`config.mk`:
```
export PLATFORM = sky130hd
export DESIGN_NAME = char_lcd_nibble_interface_unit
export DESIGN_NICKNAME = d
export VERILOG_FILES = /design/src/hw/rtl/clniu_pkg.sv /design/src/hw/rtl/clniu_front.sv /design/src/hw/rtl/clniu_back.sv /design/src/hw/rtl/clniu_out_queue.sv /design/src/hw/rtl/char_lcd_nibble_interface_unit.sv
export VERILOG_INCLUDE_DIRS = /design/src /design/src/hw/rtl
export SDC_FILE = /design/constraint.sdc
export NUM_CORES = 1
export LEC_CHECK = 0
export BUFFER_PORTS_ARGS = -buffer_cell sky130_fd_sc_hd__buf_4
export CAP_MARGIN = 0
export CELL_PAD_IN_SITES_DETAIL_PLACEMENT = 2
export CELL_PAD_IN_SITES_GLOBAL_PLACEMENT = 2
export CORE_UTILIZATION = 42
export DETAILED_ROUTE_END_ITERATION = 10
export PLACE_DENSITY_LB_ADDON = 0.1
export SYNTH_ARGS = -nofsm -noshare
export SYNTH_HDL_FRONTEND = slang
export SYNTH_SLANG_ARGS = --single-unit
```
`constraint.sdc`:
```
create_clock -name clk_i -period 3.3 [get_ports clk_i]
set_input_delay 0 -clock clk_i [delete_from_list [all_inputs] [get_ports clk_i]]
set_output_delay 0 -clock clk_i [all_outputs]
set_load 0.02 [all_outputs]
```
`src/hw/rtl/char_lcd_nibble_interface_unit_macros.svh`:
```
// Assertion macros for the RTL of the character LCD interface, included by clniu_back.
`ifndef CHAR_LCD_NIBBLE_INTERFACE_UNIT_MACROS_SVH
`define CHAR_LCD_NIBBLE_INTERFACE_UNIT_MACROS_SVH

// Same-cycle implication, checked out of reset.
`define CLNIU_ASSERT_IMP(label, ante, cons, msg) \
  label: assert property (@(posedge clk_i) disable iff (!rst_ni) (ante) |-> (cons)) \
    else $error(msg);

// Next-cycle implication, checked out of reset.
`define CLNIU_ASSERT_NEXT(label, ante, cons, msg) \
  label: assert property (@(posedge clk_i) disable iff (!rst_ni) (ante) |=> (cons)) \
    else $error(msg);

`endif

```
`src/hw/rtl/clniu_pkg.sv`:
```
`default_nettype none

package clniu_pkg;

  localparam int unsigned OPCODE_W   = 3;
  localparam int unsigned VALUE_W    = 8;
  localparam int unsigned COLUMN_W   = 6;
  localparam int unsigned NIBBLE_W   = 4;
  localparam int unsigned HOLD_W     = 17;
  localparam int unsigned EH_W       = 10;
  localparam int unsigned SETTLE_W   = 14;
  localparam int unsigned SHORT_W    = 14;
  localparam int unsigned LONG_W     = 17;
  localparam int unsigned CFG_IDX_W  = 2;
  localparam int unsigned CFG_DATA_W = 17;
  localparam int unsigned STEP_W     = 5;

  localparam logic [HOLD_W-1:0]   HOLD_MAX       = 17'd131071;
  localparam logic [EH_W-1:0]     EH_RESET       = 10'd2;
  localparam logic [SETTLE_W-1:0] SETTLE_RESET   = 14'd50;
  localparam logic [SHORT_W-1:0]  SHORT_RESET    = 14'd50;
  localparam logic [LONG_W-1:0]   LONG_RESET     = 17'd2000;
  localparam logic [HOLD_W-1:0]   POWER_SOFT_US  = 17'd50000;
  localparam logic [HOLD_W-1:0]   POWER_HARD1_US = 17'd20000;
  localparam logic [HOLD_W-1:0]   POWER_HARD2_US = 17'd80000;
  localparam logic [HOLD_W-1:0]   WAKE_LONG_US   = 17'd4500;
  localparam logic [HOLD_W-1:0]   WAKE_SHORT_US  = 17'd150;
  localparam logic [HOLD_W-1:0]   FINAL_WAIT_US  = 17'd2000;

  localparam logic [VALUE_W-1:0] CMD_CLEAR = 8'h01;
  localparam logic [VALUE_W-1:0] CMD_HOME  = 8'h02;

  localparam logic [STEP_W-1:0] BYTE_LAST_STEP  = 5'd3;
  localparam logic [STEP_W-1:0] SOFT_FIRST_STEP = 5'd1;
  localparam logic [STEP_W-1:0] HARD_FIRST_STEP = 5'd0;
  localparam logic [STEP_W-1:0] INIT_BODY_STEP  = 5'd2;
  localparam logic [STEP_W-1:0] INIT_LAST_STEP  = 5'd29;

  typedef enum logic [OPCODE_W-1:0] {
    OP_CMD       = 3'd0,
    OP_DATA      = 3'd1,
    OP_CURSOR    = 3'd2,
    OP_SOFT_INIT = 3'd3,
    OP_HARD_INIT = 3'd4
  } op_e;

  typedef enum logic [CFG_IDX_W-1:0] {
    CFG_ENABLE_HIGH   = 2'd0,
    CFG_NIBBLE_SETTLE = 2'd1,
    CFG_SHORT_WAIT    = 2'd2,
    CFG_LONG_WAIT     = 2'd3
  } cfg_idx_e;

  typedef enum logic [1:0] {
    JOB_CMD,
    JOB_DATA,
    JOB_SOFT,
    JOB_HARD
  } job_e;

  typedef enum logic [3:0] {
    EXTRA_NONE,
    EXTRA_WAKE_LONG,
    EXTRA_WAKE_SHORT,
    EXTRA_SHORT,
    EXTRA_LONG,
    EXTRA_SHORT_FINAL,
    EXTRA_POWER_SOFT,
    EXTRA_POWER_HARD1,
    EXTRA_POWER_HARD2
  } extra_e;

  typedef enum logic [1:0] {
    HOLD_ENABLE,
    HOLD_SETTLE,
    HOLD_FIXED
  } hold_e;

  typedef struct packed {
    job_e               kind;
    logic               long_wait;
    logic [VALUE_W-1:0] value;
  } job_t;

  typedef struct packed {
    logic [EH_W-1:0]     enable_high;
    logic [SETTLE_W-1:0] settle;
    logic [SHORT_W-1:0]  short_wait;
    logic [LONG_W-1:0]   long_wait;
  } cfg_t;

  typedef struct packed {
    logic                rs;
    logic                en;
    logic [NIBBLE_W-1:0] nibble;
    logic [HOLD_W-1:0]   hold;
    logic                last;
  } seg_t;

  typedef struct packed {
    logic [NIBBLE_W-1:0] nibble;
    extra_e              extra;
  } init_nib_t;

  // Nibble sends of the init body: wake-up nibbles, then five set-up commands.
  function automatic init_nib_t init_nibble(input logic [3:0] idx);
    init_nib_t r;
    unique case (idx)
      4'd0:    r = '{nibble: 4'h3, extra: EXTRA_WAKE_LONG};
      4'd1:    r = '{nibble: 4'h3, extra: EXTRA_WAKE_LONG};
      4'd2:    r = '{nibble: 4'h3, extra: EXTRA_WAKE_SHORT};
      4'd3:    r = '{nibble: 4'h2, extra: EXTRA_WAKE_SHORT};
      4'd4:    r = '{nibble: 4'h2, extra: EXTRA_NONE};
      4'd5:    r = '{nibble: 4'h8, extra: EXTRA_SHORT};
      4'd6:    r = '{nibble: 4'h0, extra: EXTRA_NONE};
      4'd7:    r = '{nibble: 4'h8, extra: EXTRA_SHORT};
      4'd8:    r = '{nibble: 4'h0, extra: EXTRA_NONE};
      4'd9:    r = '{nibble: 4'h1, extra: EXTRA_LONG};
      4'd10:   r = '{nibble: 4'h0, extra: EXTRA_NONE};
      4'd11:   r = '{nibble: 4'h6, extra: EXTRA_SHORT};
      4'd12:   r = '{nibble: 4'h0, extra: EXTRA_NONE};
      4'd13:   r = '{nibble: 4'hC, extra: EXTRA_SHORT_FINAL};
      default: r = '{nibble: 4'h0, extra: EXTRA_NONE};
    endcase
    return r;
  endfunction

endpackage

`default_nettype wire

```
`src/hw/rtl/clniu_front.sv`:
```
`default_nettype none

module clniu_front (
  input  wire logic                           clk_i,
  input  wire logic                           rst_ni,
  input  wire logic                           push,
  output logic                                full,
  input  wire logic [clniu_pkg::OPCODE_W-1:0] opcode_i,
  input  wire logic [clniu_pkg::VALUE_W-1:0]  value_i,
  input  wire logic [clniu_pkg::COLUMN_W-1:0] column_i,
  input  wire logic                           row_i,
  output logic                                job_valid_o,
  output clniu_pkg::job_t                     job_o,
  input  wire logic                           job_pop_i
);
  import clniu_pkg::*;

  job_t       job_mem_q [2];
  logic       wr_ptr_q, wr_ptr_d;
  logic       rd_ptr_q, rd_ptr_d;
  logic [1:0] cnt_q, cnt_d;
  job_t       job_in;
  logic       known;
  logic       accept;
  logic       wr_en;
  logic       rd_en;

  always_comb begin
    job_in = '{kind: JOB_CMD, long_wait: 1'b0, value: value_i};
    known  = 1'b1;
    unique case (op_e'(opcode_i))
      OP_CMD: begin
        job_in.long_wait = (value_i == CMD_CLEAR) || (value_i == CMD_HOME);
      end
      OP_DATA: begin
        job_in.kind = JOB_DATA;
      end
      OP_CURSOR: begin
        job_in.value = {1'b1, row_i, column_i};
      end
      OP_SOFT_INIT: begin
        job_in.kind = JOB_SOFT;
      end
      OP_HARD_INIT: begin
        job_in.kind = JOB_HARD;
      end
      default: begin
        known = 1'b0;
      end
    endcase
  end

  assign full        = (cnt_q == 2'd2);
  assign accept      = push && !full;
  assign wr_en       = accept && known;
  assign job_valid_o = (cnt_q != 2'd0);
  assign rd_en       = job_pop_i && job_valid_o;
  assign job_o       = job_mem_q[rd_ptr_q];

  always_comb begin
    wr_ptr_d = wr_ptr_q ^ wr_en;
    rd_ptr_d = rd_ptr_q ^ rd_en;
    cnt_d    = cnt_q + 2'(wr_en) - 2'(rd_en);
  end

  always_ff @(posedge clk_i or negedge rst_ni) begin
    if (!rst_ni) begin
      wr_ptr_q <= 1'b0;
      rd_ptr_q <= 1'b0;
      cnt_q    <= 2'd0;
    end else begin
      wr_ptr_q <= wr_ptr_d;
      rd_ptr_q <= rd_ptr_d;
      cnt_q    <= cnt_d;
    end
  end

  always_ff @(posedge clk_i) begin
    if (wr_en) begin
      job_mem_q[wr_ptr_q] <= job_in;
    end
  end

endmodule

`default_nettype wire

```
`src/hw/rtl/clniu_back.sv`:
```
`default_nettype none
`include "char_lcd_nibble_interface_unit_macros.svh"

module clniu_back (
  input  wire logic  clk_i,
  input  wire logic  rst_ni,
  input  wire clniu_pkg::cfg_t cfg_i,
  input  wire logic  job_valid_i,
  input  wire clniu_pkg::job_t job_i,
  output logic       job_pop_o,
  output logic       out_push_o,
  output clniu_pkg::seg_t out_seg_o,
  input  wire logic  out_full_i
);
  import clniu_pkg::*;

  typedef struct packed {
    logic                rs;
    logic                en;
    logic [NIBBLE_W-1:0] nibble;
    hold_e               hsel;
    extra_e              extra;
    logic                last;
  } seg_req_t;

  typedef struct packed {
    logic                rs;
    logic                en;
    logic [NIBBLE_W-1:0] nibble;
    hold_e               hsel;
    logic [HOLD_W-1:0]   extra;
    logic                last;
  } stage_t;

  logic                busy_q, busy_d;
  job_t                job_q, job_d;
  logic [STEP_W-1:0]   cnt_q, cnt_d;
  logic                held_rs_q, held_rs_d;
  logic [NIBBLE_W-1:0] held_nib_q, held_nib_d;
  logic                stg_v_q, stg_v_d;
  stage_t              stg_q, stg_d;

  seg_req_t            req;
  logic [STEP_W-1:0]   body_step;
  init_nib_t           ent;
  logic [HOLD_W-1:0]   extra_val;
  logic                stg_ready;
  logic                issue;
  logic [HOLD_W:0]     settle_sum;

  assign body_step = cnt_q - INIT_BODY_STEP;
  assign ent       = init_nibble(body_step[4:1]);

  always_comb begin
    req = '{rs: 1'b0, en: 1'b0, nibble: '0, hsel: HOLD_ENABLE, extra: EXTRA_NONE,
            last: 1'b0};
    unique case (job_q.kind) inside
      JOB_CMD, JOB_DATA: begin
        req.rs     = (job_q.kind == JOB_DATA);
        req.en     = !cnt_q[0];
        req.nibble = cnt_q[1] ? job_q.value[3:0] : job_q.value[7:4];
        req.hsel   = cnt_q[0] ? HOLD_SETTLE : HOLD_ENABLE;
        if (cnt_q[1] && (job_q.kind == JOB_CMD)) begin
          req.extra = job_q.long_wait ? EXTRA_LONG : EXTRA_SHORT;
        end
        req.last = (cnt_q == BYTE_LAST_STEP);
      end
      JOB_SOFT, JOB_HARD: begin
        if (cnt_q == HARD_FIRST_STEP) begin
          req.rs     = held_rs_q;
          req.nibble = held_nib_q;
          req.hsel   = HOLD_FIXED;
          req.extra  = EXTRA_POWER_HARD1;
        end else if (cnt_q == SOFT_FIRST_STEP) begin
          req.hsel = HOLD_FIXED;
          if (job_q.kind == JOB_SOFT) begin
            req.rs     = held_rs_q;
            req.nibble = held_nib_q;
            req.extra  = EXTRA_POWER_SOFT;
          end else begin
            req.extra = EXTRA_POWER_HARD2;
          end
        end else begin
          req.en     = !body_step[0];
          req.nibble = ent.nibble;
          req.hsel   = body_step[0] ? HOLD_SETTLE : HOLD_ENABLE;
          req.extra  = body_step[0] ? ent.extra : EXTRA_NONE;
        end
        req.last = (cnt_q == INIT_LAST_STEP);
      end
      default: begin
        req.last = 1'b1;
      end
    endcase
  end

  always_comb begin
    unique case (req.extra)
      EXTRA_NONE:        extra_val = '0;
      EXTRA_WAKE_LONG:   extra_val = WAKE_LONG_US;
      EXTRA_WAKE_SHORT:  extra_val = WAKE_SHORT_US;
      EXTRA_SHORT:       extra_val = HOLD_W'(cfg_i.short_wait);
      EXTRA_LONG:        extra_val = cfg_i.long_wait;
      EXTRA_SHORT_FINAL: extra_val = HOLD_W'(cfg_i.short_wait) + FINAL_WAIT_US;
      EXTRA_POWER_SOFT:  extra_val = POWER_SOFT_US;
      EXTRA_POWER_HARD1: extra_val = POWER_HARD1_US;
      EXTRA_POWER_HARD2: extra_val = POWER_HARD2_US;
      default:           extra_val = '0;
    endcase
  end

  assign stg_ready = !stg_v_q || !out_full_i;
  assign issue     = busy_q && stg_ready;
  assign job_pop_o = job_valid_i && (!busy_q || (issue && req.last));

  always_comb begin
    busy_d     = busy_q;
    job_d      = job_q;
    cnt_d      = cnt_q;
    held_rs_d  = held_rs_q;
    held_nib_d = held_nib_q;
    stg_v_d    = stg_v_q;
    stg_d      = stg_q;
    if (issue) begin
      held_rs_d  = req.rs;
      held_nib_d = req.nibble;
      cnt_d      = cnt_q + 5'd1;
      if (req.last) begin
        busy_d = 1'b0;
      end
    end
    if (job_pop_o) begin
      busy_d = 1'b1;
      job_d  = job_i;
      cnt_d  = (job_i.kind == JOB_SOFT) ? SOFT_FIRST_STEP : HARD_FIRST_STEP;
    end
    if (stg_ready) begin
      stg_v_d = issue;
      stg_d   = '{rs: req.rs, en: req.en, nibble: req.nibble, hsel: req.hsel,
                  extra: extra_val, last: req.last};
    end
  end

  always_ff @(posedge clk_i or negedge rst_ni) begin
    if (!rst_ni) begin
      busy_q     <= 1'b0;
      cnt_q      <= '0;
      held_rs_q  <= 1'b0;
      held_nib_q <= '0;
      stg_v_q    <= 1'b0;
    end else begin
      busy_q     <= busy_d;
      cnt_q      <= cnt_d;
      held_rs_q  <= held_rs_d;
      held_nib_q <= held_nib_d;
      stg_v_q    <= stg_v_d;
    end
  end

  always_ff @(posedge clk_i) begin
    job_q <= job_d;
    stg_q <= stg_d;
  end

  assign settle_sum = (HOLD_W + 1)'(cfg_i.settle) + (HOLD_W + 1)'(stg_q.extra);

  always_comb begin
    out_seg_o = '{rs: stg_q.rs, en: stg_q.en, nibble: stg_q.nibble, hold: stg_q.extra,
                  last: stg_q.last};
    unique case (stg_q.hsel)
      HOLD_ENABLE: out_seg_o.hold = HOLD_W'(cfg_i.enable_high);
      HOLD_SETTLE: out_seg_o.hold = settle_sum[HOLD_W] ? HOLD_MAX : settle_sum[HOLD_W-1:0];
      default:     out_seg_o.hold = stg_q.extra;
    endcase
  end

  assign out_push_o = stg_v_q && !out_full_i;

  `CLNIU_ASSERT_IMP(a_step_range, busy_q, cnt_q <= INIT_LAST_STEP, "step past init end")
  `CLNIU_ASSERT_IMP(a_byte_range, busy_q && (job_q.kind == JOB_CMD || job_q.kind == JOB_DATA),
                    cnt_q <= BYTE_LAST_STEP, "byte transaction past four segments")
  `CLNIU_ASSERT_NEXT(a_stage_hold, stg_v_q && out_full_i, stg_v_q && $stable(stg_q),
                     "stage segment lost while output queue full")
  `CLNIU_ASSERT_NEXT(a_done_idle, issue && req.last && !job_valid_i, !busy_q,
                     "sequencer still busy after final segment")

endmodule

`default_nettype wire

```
`src/hw/rtl/clniu_out_queue.sv`:
```
`default_nettype none

module clniu_out_queue (
  input  wire logic       clk_i,
  input  wire logic       rst_ni,
  input  wire logic       push_i,
  input  wire clniu_pkg::seg_t seg_i,
  output logic            full_o,
  output logic            empty,
  input  wire logic       pop,
  output clniu_pkg::seg_t seg_o
);
  import clniu_pkg::*;

  seg_t       mem_q [2];
  logic       wr_ptr_q;
  logic       rd_ptr_q;
  logic [1:0] cnt_q, cnt_d;
  logic       wr_en;
  logic       rd_en;

  assign full_o = (cnt_q == 2'd2);
  assign empty  = (cnt_q == 2'd0);
  assign wr_en  = push_i && !full_o;
  assign rd_en  = pop && !empty;
  assign seg_o  = mem_q[rd_ptr_q];
  assign cnt_d  = cnt_q + 2'(wr_en) - 2'(rd_en);

  always_ff @(posedge clk_i or negedge rst_ni) begin
    if (!rst_ni) begin
      wr_ptr_q <= 1'b0;
      rd_ptr_q <= 1'b0;
      cnt_q    <= 2'd0;
    end else begin
      wr_ptr_q <= wr_ptr_q ^ wr_en;
      rd_ptr_q <= rd_ptr_q ^ rd_en;
      cnt_q    <= cnt_d;
    end
  end

  always_ff @(posedge clk_i) begin
    if (wr_en) begin
      mem_q[wr_ptr_q] <= seg_i;
    end
  end

endmodule

`default_nettype wire

```
`src/hw/rtl/char_lcd_nibble_interface_unit.sv`:
```
// Character LCD driver for a 4-bit bus. Each request (command byte, data byte, set cursor,
// soft init, hard init) is turned into timed pin segments, one segment per cycle from a single
// sequencer while the output queue has room: a byte is four segments, a soft init 29 and a hard
// init 30, and the segments of the next request follow without a gap. Requests are taken one
// per cycle while the two-entry request queue has room; results wait in a two-entry queue read
// through empty and pop. Register writes are applied at once and belong only in idle periods.
`default_nettype none

module char_lcd_nibble_interface_unit (
  input  wire logic                             clk_i,
  input  wire logic                             rst_ni,
  input  wire logic                             cfg_we_i,
  input  wire logic [clniu_pkg::CFG_IDX_W-1:0]  cfg_idx_i,
  input  wire logic [clniu_pkg::CFG_DATA_W-1:0] cfg_data_i,
  input  wire logic                             push,
  output logic                                  full,
  input  wire logic [clniu_pkg::OPCODE_W-1:0]   opcode_i,
  input  wire logic [clniu_pkg::VALUE_W-1:0]    value_i,
  input  wire logic [clniu_pkg::COLUMN_W-1:0]   column_i,
  input  wire logic                             row_i,
  output logic                                  empty,
  input  wire logic                             pop,
  output logic                                  rs_level_o,
  output logic                                  enable_level_o,
  output logic [clniu_pkg::NIBBLE_W-1:0]        nibble_o,
  output logic [clniu_pkg::HOLD_W-1:0]          hold_us_o,
  output logic                                  last_o
);
  import clniu_pkg::*;

  cfg_t cfg_q, cfg_d;
  logic job_valid;
  job_t job;
  logic job_pop;
  logic out_push;
  seg_t out_seg;
  logic out_full;
  seg_t head_seg;

  always_comb begin
    cfg_d = cfg_q;
    if (cfg_we_i) begin
      unique case (cfg_idx_e'(cfg_idx_i))
        CFG_ENABLE_HIGH:   cfg_d.enable_high = cfg_data_i[EH_W-1:0];
        CFG_NIBBLE_SETTLE: cfg_d.settle      = cfg_data_i[SETTLE_W-1:0];
        CFG_SHORT_WAIT:    cfg_d.short_wait  = cfg_data_i[SHORT_W-1:0];
        CFG_LONG_WAIT:     cfg_d.long_wait   = cfg_data_i[LONG_W-1:0];
        default:           cfg_d = cfg_q;
      endcase
    end
  end

  always_ff @(posedge clk_i or negedge rst_ni) begin
    if (!rst_ni) begin
      cfg_q <= '{enable_high: EH_RESET, settle: SETTLE_RESET, short_wait: SHORT_RESET,
                 long_wait: LONG_RESET};
    end else begin
      cfg_q <= cfg_d;
    end
  end

  clniu_front u_front (
    .clk_i       (clk_i),
    .rst_ni      (rst_ni),
    .push        (push),
    .full        (full),
    .opcode_i    (opcode_i),
    .value_i     (value_i),
    .column_i    (column_i),
    .row_i       (row_i),
    .job_valid_o (job_valid),
    .job_o       (job),
    .job_pop_i   (job_pop)
  );

  clniu_back u_back (
    .clk_i       (clk_i),
    .rst_ni      (rst_ni),
    .cfg_i       (cfg_q),
    .job_valid_i (job_valid),
    .job_i       (job),
    .job_pop_o   (job_pop),
    .out_push_o  (out_push),
    .out_seg_o   (out_seg),
    .out_full_i  (out_full)
  );

  clniu_out_queue u_out_queue (
    .clk_i  (clk_i),
    .rst_ni (rst_ni),
    .push_i (out_push),
    .seg_i  (out_seg),
    .full_o (out_full),
    .empty  (empty),
    .pop    (pop),
    .seg_o  (head_seg)
  );

  assign rs_level_o     = head_seg.rs;
  assign enable_level_o = head_seg.en;
  assign nibble_o       = head_seg.nibble;
  assign hold_us_o      = head_seg.hold;
  assign last_o         = head_seg.last;

endmodule

`default_nettype wire

```
# --- Yosys cells after proc, flatten, opt, wreduce, memory -nomap -nowiden ---
# Memory sizes are Yosys's and may differ from the RTL's.
# Index checks and enable logic that the tools add are counted.
word_totals:
  output_inout_bits: 26
  romBits: 112
  register_bits: 112
  ram_bits: 70
  in_bits: 42
  n_memories: 3
  elab_cells: 137
  latch_bits: 0
memory_table:
  columns: ["name", "words", "word_bits", "read_ports", "rd_ports_with_merged_regs", "write_ports", "line", "rtl"]
  rows:
  - ["(no name shown)", 16, 7, 1, 0, 0, "clniu_pkg.sv:108", "unique case (idx)"]
  - ["u_out_queue.mem_q", 2, 24, 1, 0, 1, "clniu_out_queue.sv:15", "seg_t mem_q [2];"]
  - ["u_front.job_mem_q", 2, 11, 1, 0, 1, "clniu_front.sv:18", "job_t job_mem_q [2];"]
op_classes:
  n_mul: 0
  shift: 0
  magnitude_cmp: 0
  n_eq_ne: 27
  div: 0
  reduce_logical: 37
  bitwise_logic: 4
  n_mux: 34
  n_addsub: 8
op_table:
  columns: ["cell", "count"]
  rows:
  - ["case mux 17 bit (8 select lines)", 1]
  - ["case mux 17 bit (2 select lines)", 1]
  - ["case mux 12 bit (2 select lines)", 1]
  - ["two-way mux 10 bit", 2]
  - ["two-way mux 4 bit", 5]
  - ["adder 14 x 17 -> 18 bit", 1]
  - ["two-way mux 1 bit", 17]
  - ["two-way mux 17 bit", 1]
  - ["== test 4 x 3 -> 1 bit, second input constant", 4]
  - ["adder 14 x 11 -> 15 bit, second input constant", 1]
  - ["== test 2 bit, second input constant", 7]
  - ["logical AND 1 bit", 10]
  - ["two-way mux 5 bit", 2]
  - ["AND reduction 2 bit", 5]
  - ["== test 4 x 2 -> 1 bit, second input constant", 2]
  - ["== test 8 x 1 -> 1 bit, second input constant", 1]
  - ["== test 8 x 2 -> 1 bit, second input constant", 1]
  - ["logical NOT 2 bit", 4]
  - ["two-way mux 8 bit", 1]
  - ["logical NOT 1 bit", 7]
  - ["== test 2 x 1 -> 1 bit, second input constant", 3]
  - ["== test 3 x 2 -> 1 bit, second input constant", 2]
  - ["case mux 2 bit (3 select lines)", 1]
  - ["nonzero test 2 bit", 3]
  - ["19 further kinds", 27]

# --- Longest topological paths before layout ---
# Gate-level depths: netlist (run 1).
logic_depth:
  ltp_word: 9
  depth_mapped: 13
  depth_no_buf: 11

# --- Hierarchy ---
# From an unflattened synthesis (run 1), not the netlist that was laid out.
unflattened:
  cells_unflattened: 707
  area_unflattened_um2: 9273.9
by_module_without_submodules:
  columns: ["mod", "seq_area_each_um2", "area_each_um2", "instances", "cells_each"]
  rows:
  - ["clniu_back", 1411.4, 3970.1, 1, 421]
  - ["char_lcd_nibble_interface_unit", 1392.6, 2069.5, 1, 118]
  - ["clniu_out_queue", 1541.5, 2053.2, 1, 95]
  - ["clniu_front", 760.7, 1181.1, 1, 73]

# --- Worst setup path before layout (run 1) ---
# OpenSTA, ideal clock, no wires.
synth_timing:
  kind: "flip-flop to flip-flop"
  startpoint: "register u_back.cnt_q[2]"
  endpoint: "register u_back.stg_q[11] (netlist name) (data pin)"
  arrival_ps: 2717
  setup_slack_ps: 321
  path_stages_with_launch: 14
  synth_period_minus_slack_ps: 2979
  path_buffers: 2
  cell_sequence: "dfrtp_1 clkbuf_8 inv_1 ha_1 inv_1 ha_1 or2_2 o221ai_2 a221oi_2 or2_1 buf_6 o31a_1 a311oi_1 o21ai_0"
synth_between:
  elab_chain_cells: 8
  elab_cells_between_ends: 17
  classes_between: "1 x add/sub; 9 x eq/ne; 5 x mux; 1 x reduce/logical; 1 x memory"
synth_lines:
  columns: ["element", "line", "rtl"]
  rows:
  - ["start, declared", "clniu_back.sv:37", "logic [STEP_W-1:0] cnt_q, cnt_d;"]
  - ["start signal, assigned", "clniu_back.sv:153", "cnt_q <= cnt_d;"]
  - ["subtractor 5 x 2 -> 5 bit", "clniu_back.sv:51", "assign body_step = cnt_q - INIT_BODY_STEP;"]
  - ["memory (16 x 7 bit)", null, null]
  - ["two-way mux 4 bit", "clniu_back.sv:87", "req.extra = body_step[0] ? ent.extra : EXTRA_NONE;"]
  - ["two-way mux 10 bit", "clniu_back.sv:74", "end else if (cnt_q == SOFT_FIRST_STEP) begin"]
  - ["two-way mux 10 bit (*)", "clniu_back.sv:69", "if (cnt_q == HARD_FIRST_STEP) begin"]
  - ["case mux 12 bit (2 select lines) (*)", "clniu_back.sv:57", "unique case (job_q.kind) inside"]
  - ["== test 4 bit, or another cell as far along", "clniu_back.sv:98", "unique case (req.extra)"]
  - ["case mux 17 bit (8 select lines) (*)", "clniu_back.sv:98", null]
  - ["named net u_back.extra_val[10]", "clniu_back.sv:46", "logic [HOLD_W-1:0] extra_val;"]
  - ["end signal, assigned", "clniu_back.sv:162", "stg_q <= stg_d;"]
  - ["end, declared", "clniu_back.sv:41", "stage_t stg_q, stg_d;"]
# Mark *: on every way through the listed nets, which the timed path passes. The rest lies on a longest branch.
# A chain may end at the register's enable or synchronous reset.

==> results.ini, run 1 <==
[run_status]
outcome=completed

[setup_path]
cp_slowest_cell=a221oi_2
cpLargestDelayFamily=compound AO/OA/AOI/OAI gates
critPathMaxStageDelay_ns=0.48
cp_max_fo=8
crit_buf_inv=0
setup.worst_path.end_class=flop
critical_path_arrival_ns=3.26
required_ns=3.48
path_cells=ha_1 -> a21o_1 -> a21o_1 -> a31o_2 -> a221oi_2 -> a21oi_2 -> o31a_1 -> o22a_1
crit_top_cell=a21o_1
startpoint_type=flop
setup.worst_path.class=flop to flop

[yosys]
synth-seq-cells=182
seq_area_frac_synth_pct=56.40
synthSimpleGateAreaFrac_pct=8.914
yosysWarnings=0
synthesis.nets=770
yosysTopAreaCell=edfxtp_1
synthDistinctLibCells=81
ys.flop_type=edfxtp_1
synth_compound_area_share_pct=11.68
synthAdderAreaFrac_pct=4.643
synth_top_family_by_area=multiplexers
synth-async-reset-ratio_pct=41.21
synth_edf_count=107
syn_avg_cell_area_sq_um=13.03
synth.area.top_cells=edfxtp_1, dfrtp_1, mux2_2, ha_1, dfstp_2
synth_top_area_share_pct=35.49
synth_area_sq_um=9054
muxShareOfSynthArea_pct=13.27
syn_inst=695
synthXorXnorAreaFrac_pct=2.225

[clocking]
numCtsBuffers=17
cts_tree=yes
clkSinkCount=182
htree_num_levels=4
ctsLongestPathBuffers=2
cts-root-buf=clkbuf_16
clk_pin_slew_worst_paths_ns=0.07
clk_latency_ns=0.45
postCtsSetupBuffers=0

[finish]
num_antenna_cells=0
areaGrowthSynthToFinish_pct=20.92
nets=893
final_common_cell=edfxtp_1
layout_common_cells=edfxtp_1, mux2_2, buf_4, dfrtp_1, nor2_1
drive_above_1_share_pct=31.77
stdcell_count=1106

[grt]
grtUsageMet1_pct=32.02
overflow=0
gr-max-usage-layer=met2
grt_pass1_wl_um=40510
grt_use_met2_pct=42.64
antenna_found_initial=0
grt_max_degree=76
grt_use_total_pct=24.66
grt_pass1_vias=7073
use_met3_pct=4.098

[die]
die_w_um=148.8
dieArea_sq_um=22150
die_y_um=148.8
row_count=53
ios=68
start_util_pct=42.93
core_area_sq_um=21090

[worst_hold_path]
hold_class=input port to flop

[sta]
tightest_slew_ns=1.090
rsz0062_at_grt=no
timing.fmax_ghz=0.3251
hold_viol=0
slew_viol_final=0
slew_headroom_pct=27.21
setup_viol=0
setup-tns-final_ns=0
fin_crit_sh_pct=93.22
clock_skew_ns=0.01266
period_minus_slack_ns=3.076

[power]
p_leak_nw=4.426
power_frac_comb_pct=42.4
peakVddDrop_v=0.0004303
p_sw_mw=4.209
pwr-share-seq_pct=37.8
intPower_mw=6.839
switching_share_pct=38.10
powerDensity_nw_per_um2=1009
clockPowerShare_pct=19.9

[detailed_routing]
ant_nets=0
drcViolationCount=0
drtIter0Drc=243
dr.pass1.iters=5
vias_per_cell=5.637
wl_um=25580
wl_per_cell_um=23.13
dr_total_vias=6235

[placement]
routabilityCongestion=0.8252
io_buffers=67
dpl.cell_count=1036
place_hpwl_um=18130

[run]
drv_cap=0

[cells in the mapped netlist, drive strengths merged (4+ instances only)]
cell type	n
edfxtp	107
mux2	104
dfrtp	62
nor2	40
nand2	39
a21oi	33
ha	32
inv	29
o21ai	26
a21o	15
nor3	14
dfstp	13
xnor2	13
buf	12
clkbuf	12
xor2	10
o31ai	9
nand2b	8
a311oi	7
nand3	7
a31oi	6
or3	6
a211oi	5
nor2b	5
nor4	5
and3	4
nand3b	4
o31a	4
[power by group through the flow]
stage / clock, mW / combinational (mW) / sequential [mW]
finish: 2.20 / 4.68 / 4.17
global route: 2.31 / 5.10 / 4.27
CTS: 2.24 / 4.69 / 4.18
detailed placement: 0 / 4.57 / 4.22
global placement: 0 / 4.33 / 4.12
floorplan: 0 / 3.30 / 3.82
[cells by family (layout without fill, tap and decap cells)]
logic type / after synthesis / in the layout
AO/OA/AOI/OAI: 145 / 145
XOR/XNOR: 23 / 23
adder cells (fa/ha/maj): 33 / 33
buffers and inverters: 53 / 189
flip-flops: 182 / 182
multiplexers: 107 / 107
AND/OR/NAND/NOR: 152 / 152
[per-stage QoR]
stage / hold WS (ns) / cell area [sq um] / setup WS (ns) / total power [mW] / util [%]
after global placement: 0.1881 / 9922 / 0.2391 / 8.450 / 47.05
after detailed placement: 0.2186 / 9922 / 0.1340 / 8.795 / 47.05
after floorplan: -0.2956 / 9054 / 0.3206 / 7.120 / -
after global routing: 0.06250 / 10950 / 0.04874 / 11.68 / 51.92
after CTS: 0.03275 / 10930 / 0.07514 / 11.11 / 51.83
final: 0.07162 / 10950 / 0.2239 / 11.05 / 51.92
[metal layers]
layer / vias up / wire length (um)
li1: 2860 / -
met1: 3223 / 11500
met2: 124 / 12830
met3: 28 / 912
met4: 0 / 347
met5: - / 0
[path summary, 6_finish.rpt]
path,cells past startpoint,slack (ns),from,to
setup / recovery,8,0.22,u_back.stg_q[9],u_out_queue.mem_q[0][15]
hold / removal,3,0.07,value_i[4],u_front.job_mem_q[1][8]
setup reg to reg,8,0.22,u_back.stg_q[9],u_out_queue.mem_q[0][15]
hold reg to reg,0,0.46,u_back.out_seg_o[23],u_out_queue.mem_q[0][23]
max in group asynchronous,2,2.38,rst_ni,cfg_q[25]
min in group asynchronous,2,0.26,rst_ni,u_out_queue.rd_ptr_q
[cell type report]
class	count	area (sq um)
timing repair buffer	128	1056
multi-input combinational	460	3705
clock inverter	12	191.4
clock buffer	20	436.7
tap	275	344.1
sequential	182	5106
fill	2026	10140
inverter	29	108.9
[registers in the layout, summed over array words and instances (netlist names), 2 cells and up]
signal / cells
u_out_queue.mem_q: 48
u_out_queue.cnt_q: 2
u_back.stg_q: 19
cfg_q: 55
u_back.out_seg_o: 7
u_back.cnt_q: 5
u_back.held_nib_q: 4
u_front.job_mem_q: 22
u_back.job_q: 11
u_front.cnt_q: 2
[tightest hold or removal path: cells and delay by family]
family,cells,cell delay (ns)
buf+inv,1,0.09
simple gates,2,0.24
[timing repair]
action | 4_1_cts | 5_1_grt
gates resized for setup | 0 | 3
hold endpoints to repair | 139 | 0
hold buffers | 38 | 0
setup endpoints to repair | 0 | 11
No activity file was read; power rests on OpenSTA's default activity.
==> inputs of run 2 (changes only) <==
Settings changed: CORE_UTILIZATION 42 to 43, SYNTH_HIERARCHICAL set to 1.
==> results.ini, run 2 <==
[grt]
antenna_found_initial=0  ; unchanged
overflow=0  ; unchanged
grt_use_total_pct=24.84  ; +0.18 points
grt_pass1_vias=7037  ; -0.51%
grt_pass1_wl_um=41000  ; +1.2%
grt_max_degree=76  ; unchanged

[die]
core_area_sq_um=21090  ; unchanged
die_y_um=148.9  ; about the same
start_util_pct=43.98  ; +1.0 points
die_w_um=148.9  ; about the same
ios=68  ; unchanged
dieArea_sq_um=22160  ; about the same
row_count=53  ; unchanged

[run_status]
outcome=completed

[yosys]
synthXorXnorAreaFrac_pct=2.361  ; +0.14 points
yosysTopAreaCell=edfxtp_1
yosysMostFrequentCell=edfxtp_1
synth-async-reset-ratio_pct=41.21  ; unchanged
synth_compound_area_share_pct=11.55  ; -0.13 points
synthDistinctLibCells=81  ; unchanged
synthAdderAreaFrac_pct=4.533  ; -0.11 points
syn_avg_cell_area_sq_um=13.12  ; +0.69%
synth_edf_count=107  ; unchanged
syn_inst=707  ; +1.7%
synth.area.top_cells=edfxtp_1, dfrtp_1, mux2_2, ha_1, dfstp_2
synth_top_area_share_pct=34.65  ; -0.84 points
ys.flop_type=edfxtp_1
synth-seq-cells=182  ; unchanged
synth_top_family_by_area=multiplexers
muxShareOfSynthArea_pct=13.87  ; +0.60 points
seq_area_frac_synth_pct=55.06  ; -1.3 points
yosysWarnings=6  ; +6
synthSimpleGateAreaFrac_pct=9.201  ; +0.29 points
synth_common_cells=edfxtp_1, mux2_2, dfrtp_1
synth_area_sq_um=9274  ; +2.4%
synthesis.nets=782  ; +1.6%

[clocking]
clk_latency_ns=0.43  ; -0.02 ns
cts-root-buf=clkbuf_16
clk_pin_slew_worst_paths_ns=0.07  ; about the same
numCtsBuffers=17  ; unchanged
clkSinkCount=182  ; unchanged
htree_num_levels=4  ; unchanged
ctsLongestPathBuffers=2  ; unchanged
cts_tree=yes

[setup_path]
setup.worst_path.class=flop to flop
cpLargestDelayFamily=compound AO/OA/AOI/OAI gates
critPathMaxStageDelay_ns=0.46  ; -0.02 ns
startpoint_type=flop
setup.worst_path.end_class=flop
path_cells=inv_4 -> ha_1 -> inv_1 -> ha_4 -> mux2_4 -> o311ai_4 -> a31oi_2 -> or3_4 -> and3_1 -> a221o_1
cp_max_fo=7  ; -1
critical_path_arrival_ns=3.36  ; +0.10 ns
crit_buf_inv=2  ; +2
required_ns=3.46  ; -0.02 ns
cp_slowest_cell=or3_4

[power]
p_leak_nw=4.414  ; -0.27%
powerDensity_nw_per_um2=1022  ; +1.2%
peakVddDrop_v=0.0003414  ; -21%

[finish]
drive_above_1_share_pct=32.42  ; +0.65 points
num_antenna_cells=0  ; unchanged
stdcell_area_sq_um=11040  ; +0.87%
nets=898  ; +0.56%
stdcell_count=1111  ; +0.45%
areaGrowthSynthToFinish_pct=19.08
final_common_cell=edfxtp_1
top_register=cfg_q
top_regs=cfg_q x55, u_out_queue/mem_q x48, u_front/job_mem_q x22
layout_common_cells=edfxtp_1, buf_4, mux2_2, dfrtp_1, a21oi_1
largest_register_ffs=55  ; unchanged

[detailed_routing]
drcViolationCount=0  ; unchanged
ant_nets=0  ; unchanged
wl_per_cell_um=23.30  ; +0.73%
dr.pass1.iters=4  ; -1
dr_total_vias=6289  ; +0.87%
wl_um=25890  ; +1.2%
vias_per_cell=5.661  ; +0.41%
drtIter0Drc=314  ; +29%

[placement]
routabilityCongestion=0.8869  ; +7.5%
dpl_worst_slack_ns=0.1118  ; -0.02223 ns
dpl.cell_count=1043  ; +0.68%
io_buffers=67  ; unchanged
place_area_sq_um=10070  ; +1.5%
place_hpwl_um=18540  ; +2.2%

[sta]
setup-tns-final_ns=0  ; unchanged
rsz0062_at_grt=no
fin_crit_sh_pct=97.01  ; +3.8 points
slew_viol_final=0  ; unchanged
period_minus_slack_ns=3.201  ; +0.1252 ns
tightest_slew_ns=0.9770  ; -0.1125 ns
timing.fmax_ghz=0.3124  ; -3.9%
finalWorstSetupSlack_ns=0.09870  ; -0.1252 ns
slew_headroom_pct=34.86  ; +7.7 points
clock_skew_ns=0.01317  ; +0.0005164 ns
setup_viol=0  ; unchanged
hold_viol=0  ; unchanged

[worst_hold_path]
hold_class=input port to flop

[run]
drv_cap=0  ; unchanged

[run 2: what timing repair did]
action,CTS,global route
setup buffers,0,0
hold buffers,36,0
resized for setup,0,1
hold endpoints to repair,139,0
endpoints found under the setup margin,0,14
[run 2: per-stage QoR]
step / power (mW) / hold WS [ns] / util, %
3_3_place_gp: 8.757 / 0.1834 / 47.75
2_1_floorplan: 7.470 / -0.2956 / -
5_1_grt: 11.92 / 0.04387 / 52.37
3_5_place_dp: 9.080 / 0.2145 / 47.75
4_1_cts: 11.35 / 0.02261 / 52.36
6_report: 11.28 / 0.05510 / 52.37
[run 2: layout make-up]
type	instances	area (sq um)
tap	275	344.1
sequential	182	5106
clock inverter	12	163.9
clock buffer	20	446.7
fill	2069	10040
inverter	21	81.33
multi-input combinational	476	3872
timing repair buffer	125	1028
[run 2: per-layer routing]
layer	track usage, %	vias up	share of wire, %
met1	32.87	3253	46
met2	42.27	102	50
met5	0	-	0
met4	7.347	0	1.1
met3	3.639	23	2.6
li1	-	2911	-
[run 2: worst reg2reg max path: stages (launching register included)]
cell and delay, ns:
dfrtp_1 0.41, inv_4 0.09, ha_1 0.17, inv_1 0.07
ha_4 0.30, mux2_4 0.34, o311ai_4 0.29, a31oi_2 0.16
or3_4 0.46, and3_1 0.27, a221o_1 0.39
[run 2: final timing paths]
path | start | to | slack (ns) | cells after the start
setup reg to reg | u_back/cnt_q[1] | u_back/stg_q[13] | 0.1 | 10
hold / removal | opcode_i[0] | u_front/job_mem_q[1][8] | 0.06 | 3
min in group asynchronous | rst_ni | cfg_q[31] | 0.28 | 2
max in group asynchronous | rst_ni | u_front/rd_ptr_q | 2.38 | 2
hold reg to reg | u_back/out_seg_o[0] | u_out_queue/mem_q[1][0] | 0.46 | 0
setup / recovery | u_back/cnt_q[1] | u_back/stg_q[13] | 0.1 | 10
[run 2: cells by family (layout without fill, tap and decap cells)]
kind of cell | after synthesis | after routing
muxes | 108 | 108
and+or+nand+nor | 154 | 154
DFF | 182 | 182
adders and majority gates | 33 | 33
AOI/OAI and AO/OA | 156 | 156
xor gates and xnor gates | 25 | 25
buffers and inverters | 49 | 178
[run 2: power by group]
group	switching (mW)	internal, mW
registers	0.564	3.56
logic	2.89	2.15
clock network	0.895	1.23
